**src/sv/oaid_pkg.sv**
```systemverilog
`timescale 1ns / 1ps
`default_nettype none
// ----------------------------------------------------------------------------
// oaid_pkg: shared types and codes for the ordered array insert/delete unit
// Operation codes, the word type and the control bundle broadcast to cells.
// ----------------------------------------------------------------------------
package oaid_pkg;

  localparam logic [2:0] MODE_CLEAR     = 3'd0;
  localparam logic [2:0] MODE_INSERT    = 3'd1;
  localparam logic [2:0] MODE_OVERWRITE = 3'd2;
  localparam logic [2:0] MODE_DELETE    = 3'd3;
  localparam logic [2:0] MODE_READ      = 3'd4;

  typedef logic signed [31:0] word_t;

  // Broadcast to every cell of the chain for one accepted item
  typedef struct packed {
    logic       ins;   // accepted insert that is valid
    logic       del;   // accepted delete that is valid
    logic       wr;    // accepted overwrite that is valid
    logic       rd;    // accepted read that is valid
    logic [7:0] pos;   // target index
    word_t      data;  // word to store
  } cell_ctrl_t;

endpackage
`default_nettype wire

```
**src/sv/oaid_cell.sv**
```systemverilog
`timescale 1ns / 1ps
`default_nettype none
// ----------------------------------------------------------------------------
// oaid_cell: one entry of the list
// Holds one word; takes new data, left word on insert, right word on delete.
// ----------------------------------------------------------------------------
module oaid_cell #(
  parameter int unsigned IDX = 0
) (
  input  wire logic               clk,
  input  wire oaid_pkg::cell_ctrl_t ctrl,
  input  wire oaid_pkg::word_t    left_word,
  input  wire oaid_pkg::word_t    right_word,
  output oaid_pkg::word_t         entry_word,
  output oaid_pkg::word_t         sel_word
);
  import oaid_pkg::*;

  word_t entry_r;
  word_t entry_nxt;
  logic  hit;
  logic  pos_below;

  assign hit       = ({24'd0, ctrl.pos} == 32'(IDX));
  assign pos_below = ({24'd0, ctrl.pos} <  32'(IDX));

  always_comb begin
    entry_nxt = entry_r;
    if ((ctrl.ins || ctrl.wr) && hit) begin
      entry_nxt = ctrl.data;
    end else if (ctrl.ins && pos_below) begin
      entry_nxt = left_word;
    end else if (ctrl.del && (hit || pos_below)) begin
      entry_nxt = right_word;
    end
  end

  always_ff @(posedge clk) begin
    entry_r <= entry_nxt;
  end

  assign entry_word = entry_r;
  // Drive the word onto the read tree only when this cell is addressed
  assign sel_word   = (ctrl.rd && hit) ? entry_r : '0;

endmodule
`default_nettype wire
```
**config.mk**
```make
export PLATFORM = sky130hd
export DESIGN_NAME = oaid_cell
export DESIGN_NICKNAME = d
export VERILOG_FILES = /design/src/sv/oaid_pkg.sv /design/src/sv/oaid_cell.sv
export SDC_FILE = /design/constraint.sdc
export NUM_CORES = 1
export LEC_CHECK = 0
export ABC_AREA = 1
export BUFFER_PORTS_ARGS = -buffer_cell sky130_fd_sc_hd__buf_2
export CAP_MARGIN = 15
export CORE_ASPECT_RATIO = 0.7
export CORE_MARGIN = 2
export CORE_UTILIZATION = 39
export CTS_CLUSTER_SIZE = 16
export DETAILED_ROUTE_END_ITERATION = 7
export HOLD_SLACK_MARGIN = 0.06
export PLACE_DENSITY_LB_ADDON = 0.3
export SLEW_MARGIN = 20
export SYNTH_ARGS = -nofsm -noshare
export SYNTH_HDL_FRONTEND = slang
export SYNTH_SLANG_ARGS = --single-unit
```
**constraint.sdc**
```tcl
create_clock -name clk -period 5.3 [get_ports clk]
set_input_delay 1.06 -clock clk [delete_from_list [all_inputs] [get_ports clk]]
set_output_delay 1.06 -clock clk [all_outputs]
set_load 0.01 [all_outputs]
```
==> impl_metrics.tcl <==
set metrics [dict create \
    grt_max_degree 36 \
    post_cts_resized 0 \
    grt_use_met3 0.05170 \
    hp-class "input port to flip-flop" \
    min_from "right_word[22]" \
    hold_viol 0 \
    power.switching_uw 103.1 \
    p_seq_frac 0.561 \
    cts_hold_buf 0 \
    fp.dieW_um 84.93 \
    total_leakage_power_nw 1.509 \
    power_density_nw_per_um2 197.2 \
    grt_util_met2 0.3093 \
    antenna_cells 0 \
    path_clk_slew_ns 0.06 \
    ys_warn_count 0 \
    first_global_vias 1523 \
    clock_path_buffers 2 \
    gr-total-overflow 0 \
    dr.pass1.iters 4 \
    setup_viol 0 \
    syn_area_sq_um 1788 \
    rows 20 \
    critical_path_class "input port to primary output" \
    ios 173 \
    core_sq_um 4379 \
    avgRoutedWirePerCell_um 11.06 \
    routed_wl_um 4512 \
    postRouteAntennaNets 0 \
    grt_antenna_before_repair 0 \
    synth_fp_nets 326 \
    switching_share 0.2060 \
    globalplace.congestion 0.7149 \
    grt_usage 0.1729 \
    p_comb_frac 0.095 \
    regArea_sq_um 960.9 \
    htree_levels 2 \
    max_slew.worst_pin.slew_ns 0.6614 \
    yosysSeqAreaShare 0.5374 \
    detail_route.vias_per_cell 4.488 \
    drc_errors 0 \
    die_area_sq_um 5151 \
    grtUsageMet1 0.2042 \
    holdPathEnd "entry_word[22]" \
    slew_headroom 0.5591 \
    period_needed_ns 3.551 \
    clockPowerShare 0.344 \
    cts_inserted_buffers 5 \
    vias 1831 \
    rsz0062_at_grt "no" \
    cts_tree "yes" \
    total_power_uw 500.4 \
    internal_power_uw 397.3 \
    nets 461 \
    syn_inst 217 \
    most-common-layout-cells "buf_2 (140), nand2_1 (68), nor2_1 (36)" \
    synth_top_cell_by_area "edfxtp_1" \
    cp.required_ns 4.24 \
    area_growth_pct 41.92 \
    avgSynthCellArea_sq_um 8.239 \
    io_buffer_count 140 \
    critPathCaptureType "primary output" \
    vdd_drop_max_v 0.0001235 \
    max_freq_mhz 281.6 \
    drt_iter0_drc 74 \
    synthDistinctLibCells 12 \
    synth-seq-cells 32 \
    status "finished clean" \
    cp_max_fo 35 \
    worst_ep_arrival_time_ns 2.49 \
    post-route-period-util 0.6700 \
    multiInputGateArea_sq_um 599.3 \
    cts-root-buf "clkbuf_8" \
    clock_sinks 32 \
    fp.dieH_um 60.65 \
    drive_gt1_frac 0.4249 \
    grt-busiest-layer "met2" \
    postCtsSetupBuffers 0 \
    start_util 0.4083 \
    drv_slew 0 \
    fillers 411 \
    hold_depth 3 \
    synth.top_cell.area_share 0.5374 \
    largest_reg_flops 32 \
    drv_cap 0 \
    grt_pass1_wl_um 6789 \
    dpl.hpwl_um 3269 \
    synthTopCellsByArea "edfxtp_1 (54%), nand2_1 (14%), nand3_1 (9.0%)" \
    start_kind "input port" \
    final_common_cell "buf_2" \
    finalSetupTns_ns 0 \
]
## cell type report
class | count | share of cell area
inverter | 32 | 0.04734
clock inverter | 1 | 0.001479
tap | 55 | 0.02712
timing repair buffer | 141 | 0.2791
sequential | 32 | 0.3787
multi-input combinational | 140 | 0.2362
clock buffer | 7 | 0.03008
## cell families after synthesis
group	after synthesis	share of synthesized area
buffers and inverters	45	0.1274
flip-flops	32	0.5374
AND/OR/NAND/NOR	140	0.3352
## stage by stage
| step | utilization | cell area, sq um | worst slack [ns] | cells | hold slack [ns] |
|---|---|---|---|---|---|
| after global placement | 0.5611 | 2457 | 1.765 | 400 | 1.323 |
| after global routing | 0.5794 | 2537 | 1.535 | 408 | 1.041 |
| after CTS | 0.5794 | 2537 | 1.736 | 408 | 1.037 |
| after floorplan | - | 1788 | 2.399 | 217 | 1.239 |
| final | 0.5794 | 2537 | 1.749 | 408 | 1.043 |
| after detailed placement | 0.5611 | 2457 | 1.736 | 400 | 1.327 |
## Yosys cell counts
master    number
buf_6          6
buf_4          3
buf_2          2
edfxtp_1      32
nand2_4        2
nor2_1        36
inv_1         32
nor2_8         1
or2_0          1
clkbuf_1       2
nand2_1       68
nand3_1       32
## power groups by stage
stage	clock network, mW	logic [mW]	registers, mW
global route	0.190	0.0541	0.280
global placement	0	0.0464	0.286
finish	0.172	0.0476	0.280
detailed placement	0	0.0480	0.286
CTS	0.179	0.0479	0.280
floorplan	0	0.0166	0.286
## per-layer routing
metal / share of wire / wire [um] / vias up
met5: 0 / 0 / -
li1: - / - / 940
met3: 0.088 / 398 / 4
met2: 0.47 / 2134 / 89
met1: 0.43 / 1949 / 798
met4: 0.0064 / 29 / 0
## critical path, stage by stage
cell and delay [ns]:
buf_2 0.10, nor2_1 0.10, nand2_1 0.13, nor2_8 0.44, nand2_4 0.32, nor2_1 0.18, buf_2 0.15
## how the worst max path moves through the flow
stage,startpoint,endpoint,slack (ns),cells after the start
finish,ctrl[35],sel_word[10],1.75,7
global route,ctrl[35],sel_word[5],1.54,7
CTS,ctrl[35],sel_word[10],1.74,7
detailed placement,ctrl[35],sel_word[10],1.74,7
global placement,ctrl[33],sel_word[15],1.77,7
floorplan,ctrl[35],sel_word[10],2.40,6
(Power assumes the default switching activity.)
